`config.mk`:
```
export PLATFORM = sky130hd
export DESIGN_NAME = pes_cmp
export DESIGN_NICKNAME = d
export VERILOG_FILES = /design/src/rtl/pes_pkg.sv /design/src/rtl/pes_cmp.sv
export SDC_FILE = /design/constraint.sdc
export NUM_CORES = 1
export LEC_CHECK = 0
export BUFFER_PORTS_ARGS = -buffer_cell sky130_fd_sc_hd__buf_2
export CORE_ASPECT_RATIO = 0.75
export CORE_MARGIN = 2
export CORE_UTILIZATION = 50
export CTS_CLUSTER_SIZE = 28
export DETAILED_ROUTE_END_ITERATION = 8
export PLACE_DENSITY_LB_ADDON = 0.05
export SLEW_MARGIN = 20
export SYNTH_ARGS = -nofsm -noshare
export SYNTH_HDL_FRONTEND = slang
export SYNTH_SLANG_ARGS = --single-unit
```
`constraint.sdc`:
```
create_clock -name clk_i -period 14.25 [get_ports clk_i]
set_input_delay 2.85 -clock clk_i [delete_from_list [all_inputs] [get_ports clk_i]]
set_output_delay 2.85 -clock clk_i [all_outputs]
set_load 0.005 [all_outputs]
```
`src/rtl/pes_pkg.sv`:
```
// Package for the periodic event scheduler.
// Holds item types, entry layout, status and operation codes and scan control.
// No dependencies.
package pes_pkg;

  localparam int unsigned TimeW   = 48;
  localparam int unsigned IdW     = 16;
  localparam int unsigned PeriodW = 16;

  typedef enum logic {
    OP_REGISTER = 1'b0,
    OP_EMIT     = 1'b1
  } op_e;

  typedef enum logic [2:0] {
    ST_EMITTED    = 3'd0,
    ST_REGISTERED = 3'd1,
    ST_EMPTY      = 3'd2,
    ST_FULL       = 3'd3,
    ST_OVERFLOW   = 3'd4
  } status_e;

  typedef struct packed {
    op_e                  operation;
    logic [IdW-1:0]       entry_id;
    logic [PeriodW-1:0]   period;
  } in_t;

  typedef struct packed {
    status_e              status;
    logic [IdW-1:0]       emitted_id;
    logic [TimeW-1:0]     emitted_time;
  } out_t;

  // One stored table entry.
  typedef struct packed {
    logic [TimeW-1:0]     due;
    logic [IdW-1:0]       id;
    logic [PeriodW-1:0]   period;
  } entry_t;

  // Qualifies the candidate entry presented to the compare unit.
  typedef struct packed {
    logic vld;
    logic first;
  } scan_ctl_t;

endpackage

```
`src/rtl/pes_cmp.sv`:
```
// Shared compare unit: keeps the earliest entry seen during a table scan.
// Order is due time, then id, then period. Depends on pes_pkg.
module pes_cmp #(
  parameter int unsigned AddrW = 6
) (
  input  logic                clk_i,
  input  pes_pkg::scan_ctl_t  ctl_i,
  input  logic [AddrW-1:0]    cand_idx_i,
  input  pes_pkg::entry_t     cand_i,
  output pes_pkg::entry_t     best_o,
  output logic [AddrW-1:0]    best_idx_o
);

  pes_pkg::entry_t  best_q, best_d;
  logic [AddrW-1:0] best_idx_q, best_idx_d;
  logic             cand_earlier;

  // A fully identical candidate does not replace the current one, so the
  // lowest table position wins.
  always_comb begin
    if (cand_i.due != best_q.due) begin
      cand_earlier = cand_i.due < best_q.due;
    end else if (cand_i.id != best_q.id) begin
      cand_earlier = cand_i.id < best_q.id;
    end else begin
      cand_earlier = cand_i.period < best_q.period;
    end
  end

  always_comb begin
    best_d     = best_q;
    best_idx_d = best_idx_q;
    if (ctl_i.vld && (ctl_i.first || cand_earlier)) begin
      best_d     = cand_i;
      best_idx_d = cand_idx_i;
    end
  end

  always_ff @(posedge clk_i) begin
    best_q     <= best_d;
    best_idx_q <= best_idx_d;
  end

  assign best_o     = best_q;
  assign best_idx_o = best_idx_q;

endmodule

```
==> out/metrics.cfg, run 1 <==
[placed_design]
place_congestion = 0.824
port_buffers = 174
dp_slack_ns = 7.67
placed_cells = 654
place_area_um2 = 5650
place_hpwl_um = 8130

[synth]
synth_warnings = 0
syn_area_um2 = 4620
syn-mean-instance-area_um2 = 12.6
synthCells = 367
synth.distinct_cells = 32
ys_seq_area_share_pct = 55.9
mappedNetlistNets = 535
ys_ff_latch = 86

[min_path]
hold_class = flop to flop
whs_path_depth = 6
hold_end = best_o[42]$_DFFE_PP_
min-delay-start = best_o[79]$_DFFE_PP_

[sta]
max_freq_mhz = 161
tightest_slew_ns = 0.949
holdWs_ns = 1.30
rsz0062_at_grt = no
drv_slew = 0
relSlewSlack_pct = 36.7
timing.final.crit_period_ns = 6.19
period_share_pct = 43.5
setup_ws_ns = 8.06
setup_tns_ns = 0
fin_worst_skew_ns = 0.00931
setup_viol = 0
final-hold-violation-count = 0

[detailed_routing]
first_iter_violations = 134
drc = 0
drtPass1Iterations = 4
wl_per_cell_um = 15.2
wl_met1_um = 4520
wl_met2_um = 4630
wl_met3_um = 852
ant_nets = 0
drt-vias-per-instance = 5.01
wirelength_um = 10200
highest-signal-layer = met4
vias = 3359

[power_and_ir_drop]
cellPowerDensity_nw_per_um2 = 112
power.internal_mw = 0.485
ir_drop_mv = 0.0899
p_sw_mw = 0.177
power_frac_comb_pct = 19.3
power.total_mw = 0.662
seq_power_share_pct = 48.9
switching_share_pct = 26.7
p_leak_nw = 2.94
p_clk_share_pct = 31.8

[floorplanning]
die_height_um = 87.3
core_um2 = 9010
rows = 30
die_w_um = 115
die-area_um2 = 10000
io_pins = 175
start_util_pct = 51.3

[clock_tree]
postCtsSetupRepairBufs = 0
clockBufferDepth = 2
cts_root_buf = clkbuf_16
ctsHoldBuffers = 0
cts_resized = 0
cts_tree = done
path_clk_slew_ns = 0.06
htree_levels = 3
cts_buffers = 9
clk_latency_ns = 0.34
cts_sinks = 86

[cells_and_area]
synthToLayoutAreaGrowth_pct = 27.9
antenna_cells = 0
fin_util_pct = 65.6
drive_above_1_share_pct = 34.9
fin_cells = 670
fin_area_um2 = 5910
fin_nets = 721

[worst_setup_path]
cp_max_fo = 58
cp-start-kind = input pin
r2r_end = best_o[4]$_DFFE_PP_
rrSetupSlack_ns = 10.28
crit_type = input pin to flop
worstPathArrival_ns = 6.16
rr_worst_depth = 9
cp_data_required_time_ns = 14.22
r2r_start = best_o[30]$_DFFE_PP_
worstSetupEndpointType = flop

[global_routing]
grt_pass1_wl_um = 16000
antenna_found_initial = 1
grt_pass1_vias = 3406
grt_max_degree = 59
overflow = 0
track_usage_pct = 21.0

[run]
cap_violations = 0

[run_status]
status = completed

==> area by class of cell <==
cell class	count	area, µm²
fillers	757	3100
flip-flops and latches	86	2580
multi-input cells	198	1740
repair buffers	175	878
inverters	83	312
clock buffers	11	233
well taps	112	140
clock inverters	5	26.3
==> per-layer routing <==
layer | global-route usage (%) | up-vias
met5 | 0 | -
met4 | 7.56 | 0
met3 | 7.03 | 14
met2 | 33.5 | 114
met1 | 27.0 | 1524
li1 | - | 1707
==> logic make-up after synthesis <==
family                   Yosys count  synth area share [%]
buffers and inverters             83                  6.74
AO/OA/AOI/OAI                     57                  8.34
AND/OR/NAND/NOR                   62                  7.64
adder cells (fa/ha/maj)           79                  21.4
flip-flops                        86                  55.9
==> worst max path at each step <==
stage,end,start,depth (start not counted),slack [ns]
6_report,best_o[4]$_DFFE_PP_,cand_i[30],9,8.06
4_1_cts,best_o[2]$_DFFE_PP_,cand_i[62],9,7.97
3_3_place_gp,best_o[4]$_DFFE_PP_,cand_i[62],9,7.72
2_1_floorplan,best_idx_o[0]$_DFFE_PP_,cand_i[30],7,5.26
5_1_grt,best_o[5]$_DFFE_PP_,cand_i[62],9,7.71
3_5_place_dp,best_o[2]$_DFFE_PP_,cand_i[62],9,7.67
==> flip-flops by register name (all words and copies together), names as in the netlist <==
register / count
best_idx_o: 6
best_o: 80
==> cell usage after synthesis, drive strengths merged <==
cell | n | area, µm²
and2 | 1 | 6.26
nand4 | 12 | 81.3
a211oi | 1 | 7.51
a221oi | 3 | 26.3
nand3 | 8 | 40.0
o2111ai | 3 | 26.3
a21oi | 22 | 110
a41o | 1 | 10.0
o21ai | 11 | 55.1
a221o | 3 | 30.0
nor2 | 6 | 22.5
nor4 | 1 | 12.5
ha | 79 | 988
o311ai | 1 | 8.76
inv | 83 | 312
a21o | 7 | 53.8
nor2b | 3 | 18.8
nor3 | 5 | 30.0
or4 | 1 | 11.3
and4 | 3 | 26.3
nand2b | 2 | 12.5
edfxtp | 86 | 2580
nand2 | 16 | 60.1
o211ai | 2 | 15.0
nor4b | 1 | 8.76
o22ai | 1 | 6.26
a2111oi | 2 | 36.3
nor3b | 3 | 22.5
==> power groups by stage <==
stage / clock, mW / combinational, mW / sequential [mW]
finish: 0.211 / 0.128 / 0.324
global route: 0.226 / 0.147 / 0.327
CTS: 0.215 / 0.129 / 0.324
detailed placement: 0 / 0.128 / 0.329
global placement: 0 / 0.125 / 0.328
floorplan: 0 / 0.0644 / 0.336
==> cell usage in the layout (no fill, tap or decap), drive strengths merged, types with 2 or more instances in the layout <==
cell,n
nand2,16
a221oi,3
clkbuf,11
nand3,8
buf,175
o211ai,2
ha,79
nor2,6
a221o,3
inv,83
and4,3
o21ai,11
nand4,12
a2111oi,2
o2111ai,3
edfxtp,86
nor3b,3
nand2b,2
a21o,7
nor3,5
nor2b,3
a21oi,22
clkinv,4
==> worst max-delay path, stage by stage <==
cell,delay [ns]
buf_2,0.11
ha_1,0.34
nand4_2,0.13
or4_4,0.59
a2111oi_4,0.28
o2111ai_1,0.15
nor3b_1,0.19
o22ai_4,0.74
buf_4,0.73
No activity file was read; power rests on OpenSTA's default activity.
==> run 2: changes to the inputs <==
Clock period 14.25 ns to 5.8 ns, I/O delays scaled along.
==> out/metrics.cfg, run 2 (synthesis gave the netlist of run 1 again) <==
[global_routing]
antenna_found_initial = 0  ; -1
grt_max_degree = 68  ; +15%
busiest_layer = met2
grt_pass1_vias = 3210  ; -5.8%
track_usage_pct = 20.2  ; -0.77 points
met2_usage_pct = 29.4  ; -4.1 points
met3_usage_pct = 6.75  ; -0.28 points
met1_usage_pct = 28.1  ; +1.1 points
grt_pass1_wl_um = 15400  ; -3.5%
overflow = 0  ; unchanged

[power_and_ir_drop]
p_leak_nw = 2.96  ; +0.75%
power_frac_comb_pct = 18.3  ; -1.0 points
switching_share_pct = 25.2  ; -1.5 points
cellPowerDensity_nw_per_um2 = 287  ; +160%
p_clk_share_pct = 35.4  ; +3.6 points
power.internal_mw = 1.28  ; +160%
p_sw_mw = 0.433  ; +140%
ir_drop_mv = 0.202  ; +120%
seq_power_share_pct = 46.2  ; -2.7 points
power.total_mw = 1.71  ; +160%

[cells_and_area]
final_common_cell = buf_2
fin_cells = 670  ; unchanged
nFillCells = 759  ; +0.26%
fin_nets = 721  ; unchanged
fin_area_um2 = 5970  ; +1.0%
synthToLayoutAreaGrowth_pct = 29.3
mostFrequentLayoutCells = 174 x buf_2, 86 x edfxtp_1, 83 x inv_1, 79 x ha_1, 22 x a21oi_1
fin_util_pct = 66.3  ; +0.68 points
drive_above_1_share_pct = 34.8  ; -0.18 points
antenna_cells = 0  ; unchanged
largest_reg_flops = 80  ; unchanged

[placed_design]
place_hpwl_um = 7830  ; -3.8%
place_area_um2 = 5670  ; +0.22%
dp_slack_ns = 1.40  ; -6.27 ns
port_buffers = 174  ; unchanged
place_congestion = 0.847  ; +2.8%
placed_cells = 654  ; unchanged

[detailed_routing]
ant_nets = 0  ; unchanged
first_iter_violations = 209  ; +56%
drc = 0  ; unchanged
wl_per_cell_um = 14.8  ; -2.9%
drt-vias-per-instance = 5.01  ; about the same
drtPass1Iterations = 4  ; unchanged
vias = 3357  ; -0.060%
wirelength_um = 9900  ; -2.9%

[floorplanning]
die_height_um = 87.3  ; unchanged
start_util_pct = 51.3  ; unchanged
die_w_um = 115  ; unchanged
core_um2 = 9010  ; unchanged
io_pins = 175  ; unchanged
rows = 30  ; unchanged
die-area_um2 = 10000  ; unchanged

[sta]
setup_ws_ns = 1.74  ; -6.32 ns
rsz0062_at_grt = no
setup_tns_ns = 0  ; unchanged
relSlewSlack_pct = 40.8  ; +4.0 points
fin_worst_skew_ns = 0.00526  ; -0.00405 ns
drv_slew = 0  ; unchanged
max_freq_mhz = 246
period_share_pct = 70.1
final-hold-violation-count = 0  ; unchanged
setup_viol = 0  ; unchanged
holdWs_ns = 0.993  ; -0.309 ns
tightest_slew_ns = 0.876  ; -0.0731 ns
timing.final.crit_period_ns = 4.06

[worst_setup_path]
max_stage_delay_ns = 0.74  ; about the same
cp_max_fo = 67  ; +16%
crit_type = input pin to flop
worstPathArrival_ns = 4.06  ; -2.10 ns
rrSetupSlack_ns = 2.29  ; -7.99 ns
path_cells = buf_2 > ha_1 > nand4_1 > nor3_1 > nor4b_1 > a41o_1 > nand2_1 > o22ai_4 > buf_12
cp_data_required_time_ns = 5.80  ; -8.42 ns
slowest_stage = nor4b_1
cp-start-kind = input pin
worstSetupEndpointType = flop

[clock_tree]
cts_tree = done
clk_latency_ns = 0.34  ; about the same
cts_resized = 0  ; unchanged
path_clk_slew_ns = 0.06  ; about the same
cts_sinks = 86  ; unchanged
ctsHoldBuffers = 0  ; unchanged
cts_root_buf = clkbuf_16
clockBufferDepth = 2  ; unchanged
postCtsSetupRepairBufs = 0  ; unchanged
htree_levels = 3  ; unchanged
cts_buffers = 9  ; unchanged

[run_status]
status = completed

[min_path]
hold_class = input pin to flop

[run]
cap_violations = 0  ; unchanged

## run 2: cell types whose count changed in the layout (fill, tap and decap cells not counted)
cell and delta:
clkinv_2 -3, clkbuf_1 +1, buf_4 -1, buf_12 +1, bufinv_16 +2
## run 2: final timing paths
path | startpoint | end | cells after the start
worst max-delay path | cand_i[62] | best_o[75]$_DFFE_PP_ | 9
worst min-delay path | cand_idx_i[0] | best_idx_o[0]$_DFFE_PP_ | 1
worst max register to register | best_o[62]$_DFFE_PP_ | best_o[75]$_DFFE_PP_ | 9
worst min register to register | best_o[79]$_DFFE_PP_ | best_o[39]$_DFFE_PP_ | 6
## run 2: area by class of cell
class,count,area [µm²],share of cell area [%]
clock buffers,12,236,3.96
clock inverters,4,71.3,1.19
inverters,83,312,5.22
multi-input cells,198,1740,29.1
flip-flops and latches,86,2580,43.2
well taps,112,140,2.35
repair buffers,175,891,14.9
## run 2: per-layer routing
| metal | routed length (µm) | share of wire [%] | vias up |
|---|---|---|---|
| met5 | 0 | 0 | - |
| met3 | 690 | 7.0 | 11 |
| met1 | 4730 | 48 | 1530 |
| met2 | 4330 | 44 | 101 |
| li1 | - | - | 1715 |
| met4 | 142 | 1.4 | 0 |
## run 2: critical path, delay by kind of cell
kind	cells	cell delay (ns)
AND/OR/NAND/NOR	4	1.20
adder cells (fa/ha/maj)	1	0.31
AO/OA/AOI/OAI	2	0.82
buffers and inverters	2	0.53
## run 2: power by group through the flow
stage	Sequential [mW]	Combinational (mW)	Clock, mW
global route	0.801	0.364	0.645
CTS	0.794	0.319	0.624
floorplan	0.818	0.159	0
global placement	0.804	0.311	0
finish	0.793	0.314	0.607
detailed placement	0.806	0.317	0
==> run 3: changes to the inputs <==
Clock period 5.8 ns to 4 ns, I/O delays scaled along.
==> out/metrics.cfg, run 3 (synthesis gave the netlist of run 1 again) <==
[run_status]
status = completed

[floorplanning]
die_w_um = 115  ; unchanged
start_util_pct = 51.3  ; unchanged
rows = 30  ; unchanged
core_um2 = 9010  ; unchanged
die-area_um2 = 10000  ; unchanged
io_pins = 175  ; unchanged
die_height_um = 87.3  ; unchanged

[clock_tree]
cts_tree = done
ctsHoldBuffers = 0  ; unchanged
cts_buffers = 9  ; unchanged
postCtsSetupRepairBufs = 0  ; unchanged
cts_sinks = 86  ; unchanged
path_clk_slew_ns = 0.06  ; about the same
clk_latency_ns = 0.33  ; about the same
cts_root_buf = clkbuf_16
clockBufferDepth = 2  ; unchanged
cts_resized = 0  ; unchanged
htree_levels = 3  ; unchanged

[worst_setup_path]
worstPathArrival_ns = 2.96  ; -1.10 ns
cp_max_fo = 45  ; -33%
worstSetupEndpointType = flop
slowest_stage = or4_4
cp-start-kind = input pin
r2r_start = best_o[24]$_DFFE_PP_
r2r_end = best_o[57]$_DFFE_PP_
path_cells = buf_2 > ha_4 > nand4_1 > or4_4 > a2111oi_4 > o2111ai_1 > nor3b_2 > o22ai_4 > buf_12
critPathBufInv = 2  ; unchanged
max_stage_delay_ns = 0.57  ; -0.17 ns
cp_data_required_time_ns = 4.02  ; -1.78 ns
rr_worst_depth = 9  ; unchanged
rrSetupSlack_ns = 1.22  ; -1.07 ns
cp_top_family = simple AND/OR/NAND/NOR gates
crit_type = input pin to flop

[detailed_routing]
drtPass1Iterations = 4  ; unchanged
first_iter_violations = 193  ; -7.7%
drt-vias-per-instance = 5.06  ; +0.92%
vias = 3388  ; +0.92%
drc = 0  ; unchanged
ant_nets = 0  ; unchanged
wl_per_cell_um = 15.0  ; +1.6%
wirelength_um = 10100  ; +1.6%

[placed_design]
dp_slack_ns = 0.705  ; -0.693 ns
port_buffers = 174  ; unchanged
place_hpwl_um = 8130  ; +3.8%
place_congestion = 0.802  ; -5.4%

[sta]
rsz0062_at_grt = no
setup_tns_ns = 0  ; unchanged
setup_viol = 0  ; unchanged
max_freq_mhz = 339
timing.final.crit_period_ns = 2.95
tightest_slew_ns = 0.500  ; -0.376 ns
fin_worst_skew_ns = 0.00590  ; +0.000638 ns
relSlewSlack_pct = 65.8  ; +25 points
setup_ws_ns = 1.05  ; -0.684 ns
final-hold-violation-count = 0  ; unchanged
period_share_pct = 73.7
drv_slew = 0  ; unchanged

[cells_and_area]
largest_reg_flops = 80  ; unchanged
final_common_cell = buf_2
fin_nets = 723  ; +0.28%
mostFrequentLayoutCells = 174 x buf_2, 86 x edfxtp_1, 83 x inv_1, 75 x ha_1, 22 x a21oi_1
antenna_cells = 0  ; unchanged
multi_input_area_um2 = 1800  ; +3.2%
drive_above_1_share_pct = 36.4  ; +1.6 points
regArea_um2 = 2580  ; unchanged
synthToLayoutAreaGrowth_pct = 31.4
nFillCells = 704  ; -7.2%

[global_routing]
grt_max_degree = 46  ; -32%
grt_pass1_vias = 3302  ; +2.9%
overflow = 0  ; unchanged
track_usage_pct = 20.5  ; +0.31 points
antenna_found_initial = 0  ; unchanged
grt_pass1_wl_um = 15700  ; +1.8%

[run]
cap_violations = 0  ; unchanged

[min_path]
hold_end = best_idx_o[3]$_DFFE_PP_
min-delay-start = cand_idx_i[3]
hold_class = input pin to flop
whs_path_depth = 1  ; unchanged

[power_and_ir_drop]
p_clk_share_pct = 36.3  ; +0.9 points
switching_share_pct = 24.6  ; -0.67 points
ir_drop_mv = 0.380  ; +88%
p_leak_nw = 3.00  ; +1.2%
power_frac_comb_pct = 18.7  ; +0.4 points
power.internal_mw = 1.93  ; +50%
p_sw_mw = 0.627  ; +45%
cellPowerDensity_nw_per_um2 = 420  ; +46%
seq_power_share_pct = 45.0  ; -1.2 points

==> run 3: per-layer routing <==
metal | global-route usage [%] | part of all wire, % | vias up
li1 | - | - | 1713
met1 | 27.7 | 46 | 1549
met2 | 32.0 | 45 | 118
met3 | 6.40 | 7.8 | 8
met4 | 6.35 | 1.0 | 0
met5 | 0 | 0 | -
==> run 3: worst max path at each step <==
stage	endpoint	cells after the start	startpoint	slack, ns
finish	best_o[57]$_DFFE_PP_	9	cand_i[27]	1.05
floorplan	best_idx_o[0]$_DFFE_PP_	7	cand_i[25]	0.002
CTS	best_o[30]$_DFFE_PP_	9	cand_i[27]	1.04
global route	best_o[52]$_DFFE_PP_	9	cand_i[27]	0.93
detailed placement	best_o[29]$_DFFE_PP_	9	cand_i[27]	0.70
global placement	best_o[31]$_DFFE_PP_	9	cand_i[25]	0.73
==> run 3: through the flow <==
step	instances	total power, mW	util [%]	area, µm²	hold WS (ns)
floorplan	367	1.42	-	4690	0.899
CTS	670	2.58	67.4	6070	0.626
global route	670	2.68	67.4	6070	0.627
finish	670	2.55	67.4	6070	0.641
global placement	656	1.63	63.8	5750	0.981
detailed placement	656	1.65	63.8	5750	0.979
==> run 3: power by group through the flow <==
stage	sequential [mW]	clock (mW)	combinational [mW]
final	1.15	0.927	0.477
after global routing	1.16	0.974	0.547
after CTS	1.15	0.946	0.485
after detailed placement	1.17	0	0.482
after global placement	1.16	0	0.466
after floorplan	1.18	0	0.237
==> run 3: worst reg2reg max path: stages, from the launching register on <==
cell	delay, ns
edfxtp_1	0.36
inv_1	0.07
ha_4	0.26
nand4_1	0.12
or4_4	0.57
a2111oi_4	0.20
o2111ai_1	0.16
nor3b_2	0.20
o22ai_4	0.22
buf_12	0.29
==> run 3: area by class of cell <==
type	count	share of cell area, %
Tap cell	112	2.31
Inverter	83	5.13
Timing Repair Buffer	177	15.1
Clock inverter	5	1.65
Multi-Input combinational cell	198	29.6
Sequential cell	86	42.5
Clock buffer	9	3.71
